`src/hdl/bilrgb_pkg.sv`:
```
// Shared types and constants for the bilinear RGB scaler.
// No dependencies; used by the lane and the top level.
package bilrgb_pkg;

  localparam int CHANNELS = 3;
  localparam int PIX_W    = 8;

  // configuration register indexes
  localparam logic [1:0] REG_SRC_W = 2'd0;
  localparam logic [1:0] REG_SRC_H = 2'd1;
  localparam logic [1:0] REG_DST_W = 2'd2;
  localparam logic [1:0] REG_DST_H = 2'd3;

  // item kinds on in_tuser
  localparam logic MODE_LOAD = 1'b0;
  localparam logic MODE_REQ  = 1'b1;

  // control from the sequencer to the channel lanes
  typedef struct packed {
    logic       clr;    // clear accumulator and quotient
    logic       mac;    // accumulate pixel * weight
    logic       qstep;  // one quotient bit
    logic [2:0] qidx;   // quotient bit being resolved
  } lane_ctl_t;

endpackage

```
`src/hdl/bilrgb_lane.sv`:
```
// One color channel lane: weighted sum of four neighbors, then an
// 8-step restoring division by the weight total. Uses bilrgb_pkg.
module bilrgb_lane #(
  parameter int WW = 26
) (
  input  logic                  clk,
  input  bilrgb_pkg::lane_ctl_t ctl,
  input  logic [7:0]            pix,
  input  logic [WW-1:0]         wt,
  input  logic [WW-1:0]         den,
  output logic [7:0]            q
);
  import bilrgb_pkg::*;

  localparam int AW = WW + PIX_W;

  logic [AW-1:0] acc_r;
  logic [7:0]    q_r;
  logic [AW-1:0] dsh;

  assign dsh = AW'(den) << ctl.qidx;

  // accumulate, then peel quotient bits MSB first
  always_ff @(posedge clk) begin
    if (ctl.clr) begin
      acc_r <= '0;
      q_r   <= '0;
    end else if (ctl.mac) begin
      acc_r <= acc_r + AW'(AW'(pix) * AW'(wt));
    end else if (ctl.qstep && acc_r >= dsh) begin
      acc_r        <= acc_r - dsh;
      q_r[ctl.qidx] <= 1'b1;
    end
  end

  assign q = q_r;

endmodule

```
`config.mk`:
```
export PLATFORM = sky130hd
export DESIGN_NAME = bilrgb_lane
export DESIGN_NICKNAME = d
export VERILOG_FILES = /design/src/hdl/bilrgb_pkg.sv /design/src/hdl/bilrgb_lane.sv
export SDC_FILE = /design/constraint.sdc
export NUM_CORES = 1
export LEC_CHECK = 0
export BUFFER_PORTS_ARGS = -buffer_cell sky130_fd_sc_hd__buf_2
export CORE_AREA = 2 2 221 223
export DETAILED_ROUTE_END_ITERATION = 7
export DIE_AREA = 0 0 223 225
export GPL_ROUTABILITY_DRIVEN = 0
export GPL_TIMING_DRIVEN = 0
export PLACE_DENSITY = 0.52
export SLEW_MARGIN = 10
export SYNTH_ARGS = -nofsm -noshare
export SYNTH_HDL_FRONTEND = slang
export SYNTH_SLANG_ARGS = --single-unit
```
`constraint.sdc`:
```
create_clock -name clk -period 5.15 [get_ports clk]
set_input_delay 0 -clock clk [delete_from_list [all_inputs] [get_ports clk]]
set_output_delay 0 -clock clk [all_outputs]
set_load 0.02 [all_outputs]
```
# Word-level counts from Yosys, hierarchy flattened
# Cells that the tools add are included.
# classes
order_cmp	3
bitwise_logic	2
n_reduce_logical	4
n_shift	1
n_mux	4
addsub	2
multipliers	1
# op_table
cell	n
34-bit 2-to-1 mux	2
34-bit adder	1
34-bit >= comparator	1
8-bit by 26-bit multiplier with 34-bit output	1
26-bit by 3-bit << shifter with 34-bit output	1
34-bit subtractor	1
8-bit bitwise OR	1
3-bit by 4-bit less-than comparator with 1-bit output (second input constant)	1
1-bit demux with 3-bit select	1
3-bit by 1-bit >= comparator with 1-bit output (second input constant)	1
1-bit logical AND	2
2-bit AND reduction	1
2-bit nonzero test	1
1-bit 2-to-1 mux	1
1-bit NOT	1
# word_totals
elab_cells	19
in_bits	67
regBits	42
output_inout_bits	8

# Longest topological paths before layout
# logic_depth
depth_word	5
mapped_depth	22
ltp_nobuf	20

# Least setup slack after synthesis
# Ideal clock, no wire load.
# synth_timing
kind	input to register
startpoint	input port pix[0]
endpoint	register acc_r[31]
t_arrival_ps	4740
path_stages	20
setup_slack_ps	295
setup_time_ps	115
n_path_buf	3
required_time_ps	5035
cell_sequence	clkbuf_1 -> clkbuf_1 -> nand2_1 -> fa_1 -> inv_1 -> fa_1 -> fa_1 -> inv_1 -> fa_1 -> inv_1 -> ha_1 -> clkbuf_2 -> a2111o_1 -> o21ai_1 -> o221ai_1 -> nor3b_2 -> nor4_1 -> mux2_2 -> o211ai_1 -> a2111oi_0
# synth_via
elab_chain_cells	3
# synth_rtl
item	line	source
from (decl)	bilrgb_lane.sv:8	input logic [7:0] pix,
8-bit by 26-bit multiplier with 34-bit output	bilrgb_lane.sv:29	acc_r <= acc_r + AW'(AW'(pix) * AW'(wt));
34-bit adder	bilrgb_lane.sv:29	
34-bit 2-to-1 mux	bilrgb_lane.sv:28	end else if (ctl.mac) begin
to (signal assigned)	bilrgb_lane.sv:29	
to (signal assigned)	bilrgb_lane.sv:31	acc_r <= acc_r - dsh;
to (decl)	bilrgb_lane.sv:17	logic [AW-1:0] acc_r;
# No other way between the ends.
# A chain may end at the register's enable or synchronous reset.

# Worst setup path after layout
# layout_timing
startpoint	register acc_r[10]
endpoint	register acc_r[33]
# layout_via
elab_chain_cells	3
word_cells_on_any_way	7
cone_classes	add/sub (2); order compare (1); mux (2); reduce/logical (2)
# layout_rtl
item	line	source
34-bit subtractor / 34-bit >= comparator (equally long branches)	bilrgb_lane.sv:31, bilrgb_lane.sv:30	
34-bit 2-to-1 mux / 1-bit logical AND (equally long branches)	bilrgb_lane.sv:30	end else if (ctl.qstep && acc_r >= dsh) begin
34-bit 2-to-1 mux / 2-bit nonzero test (equally long branches)	-	
# Parallel ways exist; a longest one is shown, timed or not. The select of a mux whose other input is x is not followed.

==> summary.txt <==
Buffers plus inverters on the worst setup path = 6
Layout cells sized above 1 = 0.122
Reg-to-reg critical path startpoint = acc_r[10]
Largest net degree at the start of global routing = 16
Ant. Diodes = 0
Via density = 4.71
Hold WC Path Type = in2reg
Synth warnings = 0
Met1 Resource Use GR = 0.207
Die H = 225 um
Grt ovf = 0
Clk sink count = 42
Die area = 50,200 sq um
Overall Global Routing Usage = 0.143
FMAX = 203 MHz
CTS tree = built
Worst setup path class = reg2reg
Yosys reg bits = 42
Worst Hold Launch = ctl[5]
DIE WIDTH = 223 um
CP Data Required Time = 5.36 ns
R2R setup slack = 0.23 ns
Root buf cell = clkbuf_16
Initial antenna violation count = 0
Post-Syn Nets = 1,763
Yosys top cell area share = 0.299
Cells on worst reg2reg path = 19
DR vias = 10,015
Critical Path Source Type = flip-flop
Synth cell types = 76
Worst-path clk slew = 0.07 ns
Worst-path cell chain = inv_2 > fa_1 > inv_1 > fa_1 > fa_1 > inv_1 > fa_1 > inv_1 > ha_1 > buf_4 > a2111o_1 > o21ai_4 > o221ai_2 > nor3b_2 > buf_4 > o31ai_4 > a211oi_2 > xnor2_1 > o311ai_1
Crit. End Element = flip-flop
Vias in the first global route = 10,642
Synthesized cell area = 11,900 sq um
Sequential-to-total area share from yosys stat = 0.0709
Hold Crit Endpoint = acc_r[33]
CP Data Arrival Time = 5.13 ns
Setup TNS = 0 ns
Initial core utilization = 0.249
Final net count = 1,841
Final WL = 35,000 um
Core Footprint = 47,500 sq um
Worst path top cell family by delay = adder cells
Max-Cap Viols = 0
Clk_skew = 0.0109 ns
Max-slew violations = 0
Outcome = completed
Ys flop type = dfxtp_1
I/O pin count = 75
Clk Latency, worst-skew pair = 0.30 ns
Worst path slowest cell = fa_1
Worst slew pin tran = 0.753 ns
Final period util = 0.955
Largest cells by area after synthesis = fa_1, ha_1, inv_1, and2_1, dfxtp_1
Post-layout min period = 4.92 ns
Post-synth top area cell = fa_1
Fillers = 5,140
Worst r2r dst = acc_r[33]
H-tree lvl count = 2
M3 GR Usage = 0.0125
Slowest cell delay on critical path = 0.55 ns
First drt pass iteration count = 5
Hold Fails Final Rpt = 0
Endpoints failing setup = 0
ANT nets after route = 0
Area Growth Syn to Fin = 13.1%
Slew headroom = 0.498
Met2 usage = 0.232
Async set-reset flop share out of synthesis = 0
Clk buf depth = 2
Hold depth = 4
Critical-path maximum fanout = 7
Inserted Clock Buffers = 5
Mean Syn Cell Area = 8.27 sq um
HPWL after detailed placement = 30,300 um
Post-synth EDFFs = 0
Row count = 80
Post-Syn Instances = 1,433
IO Port Bufs = 69
WL per Instance = 16.5 um
# DRC = 0
Most common cell on crit path = fa_1
GR peak layer = met2
First-pass GRT wire length = 57,700 um
Initial detailed-routing violation count = 620
-- kinds of logic (layout without fill, tap and decap cells) --
family                     count (synthesis)  count (layout)  share of synthesized area
buffers and inverters                    323             402                      0.105
AOI/OAI and AO/OA                        253             253                      0.146
adders and majority gates                263             263                      0.390
DFF                                       42              42                     0.0709
xor gates and xnor gates                  51              51                     0.0377
muxes                                     57              57                     0.0591
and+or+nand+nor                          444             444                      0.191
-- cell usage in the layout (no fill, tap or decap), types with 7 or more instances in the layout --
cell type / instances
a311oi_1: 8
buf_4: 9
fa_1: 177
a211o_1: 7
nand2_1: 151
inv_1: 266
a21oi_1: 71
nand2b_1: 11
nand3_1: 15
xor2_1: 20
a31oi_1: 11
ha_2: 8
dfxtp_2: 8
dfxtp_1: 29
o211ai_1: 10
o21ai_0: 32
ha_1: 74
nor2b_1: 12
nor3_1: 14
a211oi_1: 9
a21o_1: 21
or3_1: 8
nor2_1: 53
buf_2: 71
clkbuf_1: 27
a221oi_1: 12
mux4_2: 10
o21bai_1: 10
and2_1: 142
xnor2_1: 31
nand4_1: 10
mux2i_1: 43
clkbuf_2: 15
-- worst max-delay path by stage --
stage,start,endpoint,cells past startpoint
after global routing,acc_r[14],acc_r[33],19
after global placement,pix[0],acc_r[31],20
after detailed placement,pix[0],acc_r[31],20
after CTS,acc_r[11],acc_r[30],18
after floorplan,pix[0],acc_r[31],20
final,acc_r[10],acc_r[33],19
-- per-layer routing --
metal,share of wire,vias up
met5,0,-
met4,0.020,0
met3,0.042,32
met2,0.44,222
met1,0.50,4926
li1,-,4835
-- through the flow --
step,area (sq um),setup slack (ns),utilization,cells,hold slack [ns]
after global routing,13400,-0.00509,0.282,2127,0.135
final,13400,0.234,0.282,2127,0.110
after CTS,13200,0.00315,0.278,2127,0.0944
after detailed placement,13000,-0.811,0.273,2117,0.413
after floorplan,11900,0.295,-,1433,0.277
after global placement,13000,-0.714,0.273,2117,0.404
-- cell type report --
type,instances,area (sq um),share of cell area
multi-input combinational,1068,9990,0.745
inverter,268,1010,0.0750
sequential,42,870,0.0648
tap,615,769,0.0574
timing repair buffer,74,383,0.0285
buffer,52,246,0.0184
clock buffer,5,125,0.00933
clock inverter,3,23.8,0.00177
-- flip-flops by register name (all words and copies together), names as in the netlist --
| register | cells |
|---|---|
| acc_r | 34 |
| q | 8 |
-- cell usage after synthesis (all sizes together), types with 7 or more instances --
cell,n
mux2i,43
a221oi,14
nor2b,13
nand2b,11
or3,8
and3,7
a211oi,12
xor2,20
o211ai,10
buf,9
a31oi,12
dfxtp,42
a211o,7
mux4,10
a21o,22
fa,177
xnor2,31
o21ai,39
nand2,151
clkbuf,46
a311oi,9
a21oi,77
nand4,11
ha,86
o21bai,10
inv,268
o31ai,7
and2,142
nor2,55
nand3,15
nor3,16
-- worst min-delay path, delay by kind of cell --
kind | cells | cell delay, ns
buffers and inverters | 1 | 0.08
AOI/OAI and AO/OA | 1 | 0.08
and+or+nand+nor | 2 | 0.20
-- repair_timing --
action,in CTS,in global routing
setup endpoints to repair,17,12
hold buffers,0,0
setup buffers,2,3
pin swaps,4,18
gates resized for setup,27,68
Power is not shown: default switching activity piles up to over one toggle a cycle in this logic, so the estimate is an artifact.
