[src/hdl/bilrgb_div.sv]
// Iterative restoring divider, one quotient bit per cycle.
// Stand-alone; the top level uses one for each axis.
module bilrgb_div #(
  parameter int NW = 21,
  parameter int DW = 13
) (
  input  logic          clk,
  input  logic          rst_n,
  input  logic          start,
  input  logic [NW-1:0] num,
  input  logic [DW-1:0] den,
  output logic          done,
  output logic [NW-1:0] quot,
  output logic [DW-1:0] rem
);

  localparam int CW = $clog2(NW + 1);

  logic [NW-1:0] num_r;
  logic [DW-1:0] rem_r;
  logic [DW-1:0] den_r;
  logic [CW-1:0] cnt_r;
  logic          busy_r;
  logic          done_r;
  logic [DW:0]   trial;
  logic          fit;

  // shift in the next dividend bit and try to subtract
  assign trial = {rem_r, num_r[NW-1]};
  assign fit   = trial >= {1'b0, den_r};

  // control
  always_ff @(posedge clk) begin
    if (!rst_n) begin
      busy_r <= 1'b0;
      done_r <= 1'b0;
      cnt_r  <= '0;
    end else begin
      done_r <= 1'b0;
      if (start) begin
        busy_r <= 1'b1;
        cnt_r  <= CW'(NW);
      end else if (busy_r) begin
        cnt_r <= cnt_r - 1'b1;
        if (cnt_r == CW'(1)) begin
          busy_r <= 1'b0;
          done_r <= 1'b1;
        end
      end
    end
  end

  // datapath; quotient builds up in the dividend register
  always_ff @(posedge clk) begin
    if (start) begin
      num_r <= num;
      den_r <= den;
      rem_r <= '0;
    end else if (busy_r) begin
      num_r <= {num_r[NW-2:0], fit};
      rem_r <= fit ? DW'(trial - {1'b0, den_r}) : DW'(trial);
    end
  end

  assign done = done_r;
  assign quot = num_r;
  assign rem  = rem_r;

endmodule

[config.mk]
export PLATFORM = sky130hd
export DESIGN_NAME = bilrgb_div
export DESIGN_NICKNAME = d
export VERILOG_FILES = /design/src/hdl/bilrgb_div.sv
export SDC_FILE = /design/constraint.sdc
export NUM_CORES = 1
export LEC_CHECK = 0
export ABC_AREA = 1
export BUFFER_PORTS_ARGS = -buffer_cell sky130_fd_sc_hd__buf_2
export CAP_MARGIN = 15
export CORE_UTILIZATION = 54
export CTS_BUF_LIST = sky130_fd_sc_hd__clkbuf_16
export DETAILED_ROUTE_END_ITERATION = 8
export GPL_ROUTABILITY_DRIVEN = 0
export PLACE_DENSITY = 0.84
export SYNTH_ARGS = -nofsm -noshare
export SYNTH_HDL_FRONTEND = slang
export SYNTH_SLANG_ARGS = --single-unit
[constraint.sdc]
create_clock -name clk -period 2.4 [get_ports clk]
set_input_delay 0.12 -clock clk [delete_from_list [all_inputs] [get_ports clk]]
set_output_delay 0.12 -clock clk [all_outputs]
set_load 0.03 [all_outputs]
**Yosys cells after proc, flatten, opt, wreduce, memory -nomap -nowiden**

Cells that the tools add are included.

- Flip-flop bits (word level): 54
- Bits of input ports: 37
- Output and inout port bits: 35
- Word-level logic and storage cells: 25

- $add $sub $neg: 2
- $lt $le $gt $ge: 1
- Equality and inequality tests: 1
- Muxes and demuxes: 9
- Bitwise gates (word level): 2
- Reduce and logical (&&, ||, !) cells: 3

Operator list:

| cell | count |
|---|---|
| $mux W21 | 2 |
| $ge A14 B13 Y1 | 1 |
| $mux W13 | 1 |
| $sub A13 B13 Y13 | 1 |
| $mux W5 | 2 |
| $eq A5 B1 Y1 const B | 1 |
| $sub A5 B1 Y5 const B | 1 |
| $mux W1 | 4 |
| $reduce_or A3 Y1 | 1 |
| $not A1 Y1 | 2 |
| $reduce_bool A2 Y1 | 1 |
| $reduce_or A2 Y1 | 1 |

**Depth between registers and ports, before layout**

Gate-level depths: netlist of run 1.

- Depth after elaboration: 4
- Depth in mapped cells: 14
- Gate-level depth less buffers: 13

**Least setup slack after synthesis of run 1**

Ideal clock, no wire load.

- Path kind: register -> register
- Start: reg num_r[20], in the netlist quot[20]
- End: reg num_r[0], in the netlist quot[0], data pin
- Setup time: 0.253 ns
- Arrival time: 1.976 ns
- Data required time: 2.147 ns
- Setup slack: 0.171 ns
- Stages on the path, launching flop included: 14
- Path buffers: 1
- Period minus slack after synthesis: 2.229 ns
- Cell sequence: edfxtp_1 > inv_1 > ha_1 > inv_1 > fa_1 > nand2_1 > nand2_1 > nand3_1 > nand2_1 > nand2_2 > nand3_4 > buf_12 > nand2_1 > nand2_1

- Longest elaborated chain between the ends: 3

Ends and longest elaborated chain:

| element | RTL line | source |
|---|---|---|
| start, declared | 19 | `logic [NW-1:0] num_r;` |
| start signal, assigned | 56 | `num_r <= num;` |
| start signal, assigned | 60 | `num_r <= {num_r[NW-2:0], fit};` |
| $ge A14 B13 Y1 | 30 | `assign fit = trial >= {1'b0, den_r};` |
| $mux W21 | 59 | `end else if (busy_r) begin` |
| $mux W21 | 55 | `if (start) begin` |

Every way passes these cells. The select of a mux whose other input is x is not followed.
A chain may end at the register's enable or synchronous reset.

**Worst setup path after layout of run 1**

Same ends and word-level chain as after synthesis.

==> impl_metrics.yaml, run 1 <==
layout:
  final_nets: 550
  area_growth_pct: 22.3
  diodes: 0
  drive_gt1_frac: 0.231
  multiInputGateArea_um2: 1440
  ff_latch_area_um2: 1420
  fillers: 446
hold_path:
  hold_class: "primary input to flop"
status:
  status: "completed"
clocking:
  h-tree-depth: 2
  root_buffer: "clkbuf_16"
  insertion_delay_ps: 290
  cts_tree: "done"
  cts.sinks: 54
  path_clk_slew_ps: 70
  post-cts-setup-buffers: 0
  cts_made_buffers: 5
  clk_path_buf_depth: 2
  post_cts_resized: 0
synthesis:
  ys_top_cells_by_count: "150 x nand2_1, 70 x inv_1, 34 x edfxtp_1, 25 x nand3_1, 20 x dfxtp_1"
  synthTopCellsByArea: "edfxtp_1 32%, nand2_1 18%, dfxtp_1 12%, inv_1 8.2%, ha_1 5.8%"
  synth_area_per_cell_um2: 7.79
  synth.yosys.warnings: 0
  synthCells: 412
  synthArstFlopShare: 0
  ys.flop_type: "edfxtp_1"
  yosysMostFrequentCell: "nand2_1"
  synth_cell_types: 32
  synth_top_area_frac: 0.318
  synth-seq-cells: 54
  synth-edff-count: 34
  seq_area_frac_synth: 0.443
  syn_nets: 465
  yosysTopAreaCell: "edfxtp_1"
  syn_area_um2: 3210
detailed_routing:
  ant_nets: 0
  wl_per_cell_um: 13.1
  totalWireLength_mm: 7.47
  drt_iter0_markers: 197
  vias: 2957
  drc_errors: 0
  viasPerCell: 5.19
  drt_pass1_iterations: 4
sta:
  tns_ps: 0
  setup_violations: 0
  rsz0062_at_grt: "no"
  fin_crit_sh: 0.928
  slew_violations: 0
  hold_slack_ps: 8.33
  fmax_mhz: 449
  period_minus_slack_ps: 2230
  tightest_slew_ps: 646
  fin_worst_skew_ps: 3.29
  hold_viol_final: 0
  slew_headroom: 0.569
setup_path:
  rr_startpoint: "quot[20]$_DFFE_PP_"
  path_cells: "inv_1 -> ha_1 -> inv_1 -> fa_1 -> nand2_1 -> nand2_1 -> nand3_1 -> nand2_1 -> nand2_2 -> nand3_4 -> nand2_1 -> nand2_1"
  cp_num_buf_inv: 2
  crit_fanout: 15
  crit_end: "quot[0]$_DFFE_PP_"
  ff2ff_setup_slack_ps: 170
  crit_family: "simple AND/OR/NAND/NOR gates"
  path_depth: 12
  critPathKind: "flop to flop"
  cp.required_ps: 2450
  cp_slowest_cell: "fa_1"
  startpoint: "quot[20]$_DFFE_PP_"
  cp_common_cell: "nand2_1"
  cp-start-kind: "flop"
  rr_worst_depth: 12
  endpoint_kind: "flop"
  arrival_ps: 2280
  max_stage_delay_ps: 430
  reg2reg_to: "quot[0]$_DFFE_PP_"
floorplanning:
  ios: 72
  dieHeight_um: 79.1
  die_area_um2: 6260
  coreArea_um2: 5610
  die_x_um: 79.1
  fp-row-count: 27
  initial_utilization: 0.573
placed_design:
  dpl.hpwl_mm: 5.44
  portBuffers: 71
global_route:
  grt_max_degree: 26
  grt_usage: 0.270
  antenna_found_initial: 0
  grt_pass1_vias: 3034
  grt_pass1_wl_mm: 13.1
  overflow: 0
power:
  p_per_area_nw_per_um2: 601
  ir_worst_vdd_mv: 0.637
  power.leakage_nw: 2.08
job:
  drv_cap: 0
==> routing by layer <==
| metal | share of wire | GRT usage | vias to the layer above |
|---|---|---|---|
| met2 | 0.49 | 0.461 | 105 |
| li1 | - | - | 1477 |
| met4 | 0.027 | 0.120 | 0 |
| met5 | 0 | 0 | - |
| met3 | 0.073 | 0.0552 | 17 |
| met1 | 0.41 | 0.329 | 1358 |
==> flip-flops by register name, indices dropped and copies added, names as in the netlist <==
| name | count |
|---|---|
| done | 1 |
| cnt_r | 5 |
| den_r | 13 |
| rem | 13 |
| busy_r | 1 |
| quot | 21 |
==> metrics by stage <==
stage / total power, W / instances / cell area (um2) / util / worst slack, ps
floorplan: 0.00139 / 412 / 3210 / - / 171
global placement: 0.00151 / 551 / 3640 / 0.650 / 305
detailed placement: 0.00152 / 551 / 3640 / 0.650 / 203
CTS: 0.00236 / 565 / 3880 / 0.691 / 190
global route: 0.00246 / 570 / 3930 / 0.700 / 28.6
finish: 0.00236 / 570 / 3930 / 0.700 / 172
==> timing repair <==
item                                    CTS  global route
endpoints found under the hold margin     6             5
endpoints found under the setup margin    0             0
hold buffers                              6             5
==> where the power goes <==
group          internal (W)  switching, W  total (W)
registers           0.00106     0.0000365    0.00110
clock network      0.000500      0.000338   0.000837
logic              0.000142      0.000279   0.000422
==> cell usage in the layout, fill, tap and decap left out, types with 2 or more instances in the layout <==
master,count
o21ai_0,3
a21oi_1,6
clkbuf_16,5
buf_4,8
nand3_1,25
nand2_1,150
nor2_1,16
nor2_4,2
buf_2,71
edfxtp_1,34
dlygate4sd3_1,11
dfxtp_1,20
ha_1,15
xor2_1,2
inv_1,70
nand4_1,19
nand3_2,8
nand2_2,8
xnor2_1,3
o31ai_1,2
inv_2,3
nor3_1,2
nor2_2,3
==> cell families after synthesis <==
kind of cell	Yosys count	share of synthesized area
and+or+nand+nor	235	0.336
buffers and inverters	85	0.108
DFF	54	0.443
AOI/OAI and AO/OA	17	0.0351
adders and majority gates	16	0.0647
xor gates and xnor gates	5	0.0136
==> final cells by class <==
class,instances,area share
Clock buffer,5,0.0319
Clock inverter,3,0.0124
Inverter,73,0.0698
Multi-Input combinational cell,273,0.367
Sequential cell,54,0.362
Tap cell,72,0.0229
Timing Repair Buffer,90,0.134
==> worst min path at each step <==
stage                     startpoint                   to  slack, ps  cells past startpoint
after global placement       den[12]  den_r[12]$_DFFE_PP_        300                      1
after global routing         den[11]  den_r[11]$_DFFE_PP_          4                      1
final                         den[1]   den_r[1]$_DFFE_PP_          8                      1
after CTS                     den[8]   den_r[8]$_DFFE_PP_          2                      1
after floorplan               den[0]   den_r[0]$_DFFE_PP_        220                      0
after detailed placement     den[12]  den_r[12]$_DFFE_PP_        300                      1
(Power assumes the default switching activity.)
==> inputs of run 2 (changes only) <==
--- a/config.mk
+++ b/config.mk
@@ -5,10 +5,9 @@
 export SDC_FILE = /design/constraint.sdc
 export NUM_CORES = 1
 export LEC_CHECK = 0
-export ABC_AREA = 1
 export BUFFER_PORTS_ARGS = -buffer_cell sky130_fd_sc_hd__buf_2
 export CAP_MARGIN = 15
-export CORE_UTILIZATION = 54
+export CORE_UTILIZATION = 53
 export CTS_BUF_LIST = sky130_fd_sc_hd__clkbuf_16
 export DETAILED_ROUTE_END_ITERATION = 8
 export GPL_ROUTABILITY_DRIVEN = 0
==> impl_metrics.yaml, run 2 <==
status:
  status: "completed"
placed_design:
  portBuffers: 71
  dpl.hpwl_mm: 4.04
  placedCellCount: 390
setup_path:
  crit_family: "compound AO/OA/AOI/OAI gates"
  cp_slowest_cell: "edfxtp_1"
  cp.required_ps: 2590
  critPathKind: "flop to flop"
  max_stage_delay_ps: 400
  cp_num_buf_inv: 2
  arrival_ps: 2470
  cp-start-kind: "flop"
  crit_fanout: 5
  path_cells: "inv_1 -> ha_1 -> inv_1 -> fa_2 -> nand3_2 -> a21boi_2 -> o21a_1 -> o21a_1 -> o211a_1 -> a2111oi_2"
  endpoint_kind: "flop"
floorplanning:
  fp-row-count: 26
  coreArea_um2: 5140
  die_area_um2: 5650
  initial_utilization: 0.552
  dieHeight_um: 75.2
  die_x_um: 75.2
  ios: 72
layout:
  fillers: 415
  largest_reg_flops: 21
  area_growth_pct: 24.8
  finalNonFillerCells: 409
  final_nets: 391
  finish.utilization: 0.689
  drive_gt1_frac: 0.357
  diodes: 0
  final_common_cell: "buf_2"
  layout_common_cells: "71 x buf_2, 34 x edfxtp_1, 24 x nor2_1, 21 x mux2_2, 20 x dfxtp_1"
synthesis:
  yosysTopAreaCell: "edfxtp_1"
  yosysMostFrequentCell: "edfxtp_1"
  syn_nets: 304
  synth.yosys.warnings: 0
  synth-edff-count: 34
  synth_top_area_frac: 0.360
  synthArstFlopShare: 0
  synth_cell_types: 49
  synthTopCellsByArea: "edfxtp_1 36%, dfxtp_1 14%, mux2_2 8.3%, ha_1 6.6%, nor2_1 3.2%"
  syn_area_um2: 2840
  ys_top_cells_by_count: "34 x edfxtp_1, 24 x nor2_1, 21 x mux2_2, 20 x dfxtp_1, 19 x inv_1"
  synth_area_per_cell_um2: 11.3
  synthCells: 251
  ys.flop_type: "edfxtp_1"
  synth-seq-cells: 54
  seq_area_frac_synth: 0.501
power:
  p_total_w: 0.00236
  pwr-share-seq: 0.474
  p_sw_w: 0.000686
  ir_worst_vdd_mv: 0.477
  p_per_area_nw_per_um2: 665
  power.leakage_nw: 1.57
  comb_power_share: 0.221
  switching_share: 0.291
  p_clk_frac: 0.305
  p_int_w: 0.00167
global_route:
  grt_max_degree: 51
  grt_usage: 0.221
  overflow: 0
  grt_pass1_vias: 2040
  grt_pass1_wl_mm: 9.29
  antenna_found_initial: 0
detailed_routing:
  totalWireLength_mm: 5.90
  drc_errors: 0
  vias: 2235
  wl_per_cell_um: 14.4
  viasPerCell: 5.46
  drt_iter0_markers: 185
  drt_pass1_iterations: 4
  ant_nets: 0
sta:
  hold_viol_final: 0
  fmax_mhz: 439
  period_minus_slack_ps: 2280
  setup_violations: 0
  tns_ps: 0
  fin_worst_skew_ps: 8.61
  fin_crit_sh: 0.950
  rsz0062_at_grt: "no"
  tightest_slew_ps: 746
  slew_violations: 0
  slew_headroom: 0.502
clocking:
  cts_tree: "done"
  insertion_delay_ps: 300
  h-tree-depth: 2
  root_buffer: "clkbuf_16"
  clk_path_buf_depth: 2
  cts_made_buffers: 5
  path_clk_slew_ps: 70
  cts.sinks: 54
hold_path:
  hold_class: "primary input to flop"
job:
  drv_cap: 0
-- run 2: changes by cell type in the layout (fill, tap and decap cells not counted), moves of 8 or more --
| cell | delta |
|---|---|
| nand2_2 | -8 |
| nand3_1 | -21 |
| nand4_1 | -18 |
| nor2_1 | +8 |
| mux2_2 | +21 |
| inv_1 | -51 |
| nand2_1 | -133 |
-- run 2: timing repair --
action | CTS | global route
setup endpoints to repair | 0 | 2
buffers inserted | 0 | 4
hold buffers | 5 | 2
gates resized for setup | 0 | 1
endpoints found under the hold margin | 5 | 2
-- run 2: area by class of cell --
type	instances	area, um2	area share
Sequential cell	54	1420	0.401
Multi-Input combinational cell	171	1320	0.373
Timing Repair Buffer	87	493	0.139
Clock buffer	5	125	0.0353
Tap cell	70	87.6	0.0247
Inverter	19	71.3	0.0201
Clock inverter	3	20.0	0.00565
-- run 2: path summary, 6_finish.rpt --
kind / from / end / slack, ps / cells past startpoint
setup / recovery: quot[20]$_DFFE_PP_ / rem[6]$_SDFFE_PP0P_ / 120 / 10
hold / removal: den[2] / den_r[2]$_DFFE_PP_ / 2 / 1
setup reg to reg: quot[20]$_DFFE_PP_ / rem[6]$_SDFFE_PP0P_ / 120 / 10
hold reg to reg: cnt_r[1]$_SDFFE_PP0P_ / cnt_r[1]$_SDFFE_PP0P_ / 510 / 2
-- run 2: worst register-to-register path, delay by kind of cell (launching register included) --
family / cells / cell delay (ps)
AO/OA/AOI/OAI: 5 / 1040
buffers and inverters: 2 / 130
adder cells (fa/ha/maj): 2 / 510
AND/OR/NAND/NOR: 1 / 100
flip-flops: 1 / 400
-- run 2: routing by layer --
layer | routed length, um | global-route usage | part of all wire
met4 | 133 | 0.0967 | 0.023
met1 | 2480 | 0.289 | 0.42
met2 | 2860 | 0.352 | 0.48
met3 | 422 | 0.0535 | 0.072
met5 | 0 | 0 | 0
-- run 2: through the flow --
step / area (um2) / hold slack (ps) / setup slack [ps]
2_1_floorplan: 2850 / 219 / 6.87
3_3_place_gp: 3290 / 296 / 142
3_5_place_dp: 3290 / 299 / 78.1
4_1_cts: 3490 / 0.108 / 50.7
5_1_grt: 3540 / 0.419 / 17.0
6_report: 3540 / 2.31 / 121
-- run 2: power groups by stage --
stage / clock (W) / sequential, W / combinational (W)
after floorplan: 0 / 0.00123 / 0.000264
after global placement: 0 / 0.00114 / 0.000493
after detailed placement: 0 / 0.00114 / 0.000502
after CTS: 0.000724 / 0.00112 / 0.000514
after global routing: 0.000751 / 0.00113 / 0.000566
final: 0.000718 / 0.00112 / 0.000521
-- run 2: cells by family (layout without fill, tap and decap cells) --
logic type | Yosys count | in the layout | share of synthesized area
DFF | 54 | 54 | 0.501
buffers and inverters | 26 | 114 | 0.0370
xor gates and xnor gates | 13 | 13 | 0.0401
AOI/OAI and AO/OA | 48 | 48 | 0.131
adders and majority gates | 16 | 16 | 0.0732
and+or+nand+nor | 67 | 67 | 0.113
muxes | 27 | 27 | 0.104
==> inputs of run 3 (changes only) <==
--- a/config.mk
+++ b/config.mk
@@ -7,11 +7,12 @@
 export LEC_CHECK = 0
 export BUFFER_PORTS_ARGS = -buffer_cell sky130_fd_sc_hd__buf_2
 export CAP_MARGIN = 15
-export CORE_UTILIZATION = 53
+export CORE_UTILIZATION = 57
 export CTS_BUF_LIST = sky130_fd_sc_hd__clkbuf_16
 export DETAILED_ROUTE_END_ITERATION = 8
 export GPL_ROUTABILITY_DRIVEN = 0
-export PLACE_DENSITY = 0.84
+export PLACE_DENSITY = 0.89
 export SYNTH_ARGS = -nofsm -noshare
 export SYNTH_HDL_FRONTEND = slang
 export SYNTH_SLANG_ARGS = --single-unit
+export TNS_END_PERCENT = 50
==> constraint.sdc (replaced) <==
create_clock -name clk -period 2.8 [get_ports clk]
set_input_delay 0.14 -clock clk [delete_from_list [all_inputs] [get_ports clk]]
set_output_delay 0.14 -clock clk [all_outputs]
set_load 0.03 [all_outputs]
==> impl_metrics.yaml, run 3 (same netlist as run 2, synthesis figures left out) <==
status:
  status: "completed"
detailed_routing:
  totalWireLength_mm: 6.36
  vias: 2210
  drc_errors: 0
  wl_met3_um: 427
  maxUsedRoutingLayer: "met4"
  viasPerCell: 5.64
  wl_per_cell_um: 16.2
  wl_met1_mm: 2.51
  ant_nets: 0
  drt_iter0_markers: 130
  drt_pass1_iterations: 4
  wl_met2_mm: 3.19
setup_path:
  cp.required_ps: 2980
  cp-start-kind: "flop"
  endpoint_kind: "flop"
  arrival_ps: 2770
  critPathKind: "flop to flop"
  crit_fanout: 17
clocking:
  cts_made_buffers: 5
  cts.sinks: 54
  path_clk_slew_ps: 70
  clk_path_buf_depth: 2
  cts_tree: "done"
  insertion_delay_ps: 290
  h-tree-depth: 2
  cts_hold_buf: 0
  post-cts-setup-buffers: 0
  root_buffer: "clkbuf_16"
  post_cts_resized: 0
floorplanning:
  ios: 72
  dieHeight_um: 72.6
  die_area_um2: 5260
  coreArea_um2: 4750
  fp-row-count: 25
  initial_utilization: 0.597
  die_x_um: 72.6
layout:
  final_nets: 377
  fillers: 330
  ff_latch_area_um2: 1420
  multiInputGateArea_um2: 1310
  layout_common_cells: "71 x buf_2, 34 x edfxtp_1, 24 x nor2_1, 21 x mux2_2, 20 x dfxtp_1"
  final_common_cell: "buf_2"
  diodes: 0
  area_growth_pct: 20.6
  largest_reg_flops: 21
  drive_gt1_frac: 0.345
sta:
  hold_viol_final: 0
  period_minus_slack_ps: 2590
  tns_ps: 0
  setup_violations: 0
  slew_headroom: 0.480
  fin_crit_sh: 0.924
  tightest_slew_ps: 778
  fmax_mhz: 387
  fin_worst_skew_ps: 6.42
  rsz0062_at_grt: "no"
  slew_violations: 0
global_route:
  grt_max_degree: 51
  overflow: 0
  grt_pass1_wl_mm: 10.4
  grt_pass1_vias: 2309
  grt_usage: 0.262
  antenna_found_initial: 0
placed_design:
  dpl.hpwl_mm: 4.37
  portBuffers: 71
power:
  ir_worst_vdd_mv: 0.499
  p_per_area_nw_per_um2: 610
  p_total_w: 0.00209
  power.leakage_nw: 1.51
job:
  drv_cap: 0
hold_path:
  hold_class: "primary input to flop"
## run 3: worst max-delay path, stage by stage, from the launching register on
cell and delay, ps:
edfxtp_1 420, inv_1 80, ha_1 180, inv_1 60
fa_1 400, nand3_1 130, a21boi_1 170, o221ai_2 290
nand2_4 220, o211a_1 190, a2111oi_2 340
## run 3: power by group
group          internal [W]  leakage (nW)  switching (W)
Clock              0.000418        0.0797       0.000269
Combinational      0.000167         0.931       0.000274
Sequential         0.000921         0.503      0.0000378
Total               0.00151          1.51       0.000581
## run 3: layout make-up
class                   instances  area share
clock buffers                   5      0.0365
clock inverters                 3      0.0117
inverters                      19      0.0208
multi-input cells             171       0.383
flip-flops and latches         54       0.415
well taps                      67      0.0245
repair buffers                 73       0.108
## run 3: per-layer routing
layer | vias to the layer above | global-route usage
li1 | 1060 | -
met1 | 1028 | 0.297
met2 | 101 | 0.456
met3 | 21 | 0.0639
met4 | 0 | 0.137
met5 | - | 0
## run 3: final timing paths
kind / start / to / slack, ps / depth (start not counted)
worst max-delay path: quot[20]$_DFFE_PP_ / rem[6]$_SDFFE_PP0P_ / 210 / 10
worst min-delay path: den[7] / den_r[7]$_DFFE_PP_ / 20 / 1
worst max register to register: quot[20]$_DFFE_PP_ / rem[6]$_SDFFE_PP0P_ / 210 / 10
worst min register to register: cnt_r[1]$_SDFFE_PP0P_ / cnt_r[1]$_SDFFE_PP0P_ / 510 / 2
## run 3: through the flow
step / utilization / setup WS [ps] / instances / cell area (um2) / hold WS, ps
finish: 0.720 / 214 / 392 / 3420 / 19.1
global route: 0.720 / 17.5 / 392 / 3420 / 15.0
CTS: 0.720 / 251 / 392 / 3420 / 18.1
detailed placement: 0.685 / 372 / 384 / 3260 / 319
global placement: 0.685 / 497 / 384 / 3260 / 317
floorplan: - / 391 / 251 / 2840 / 239
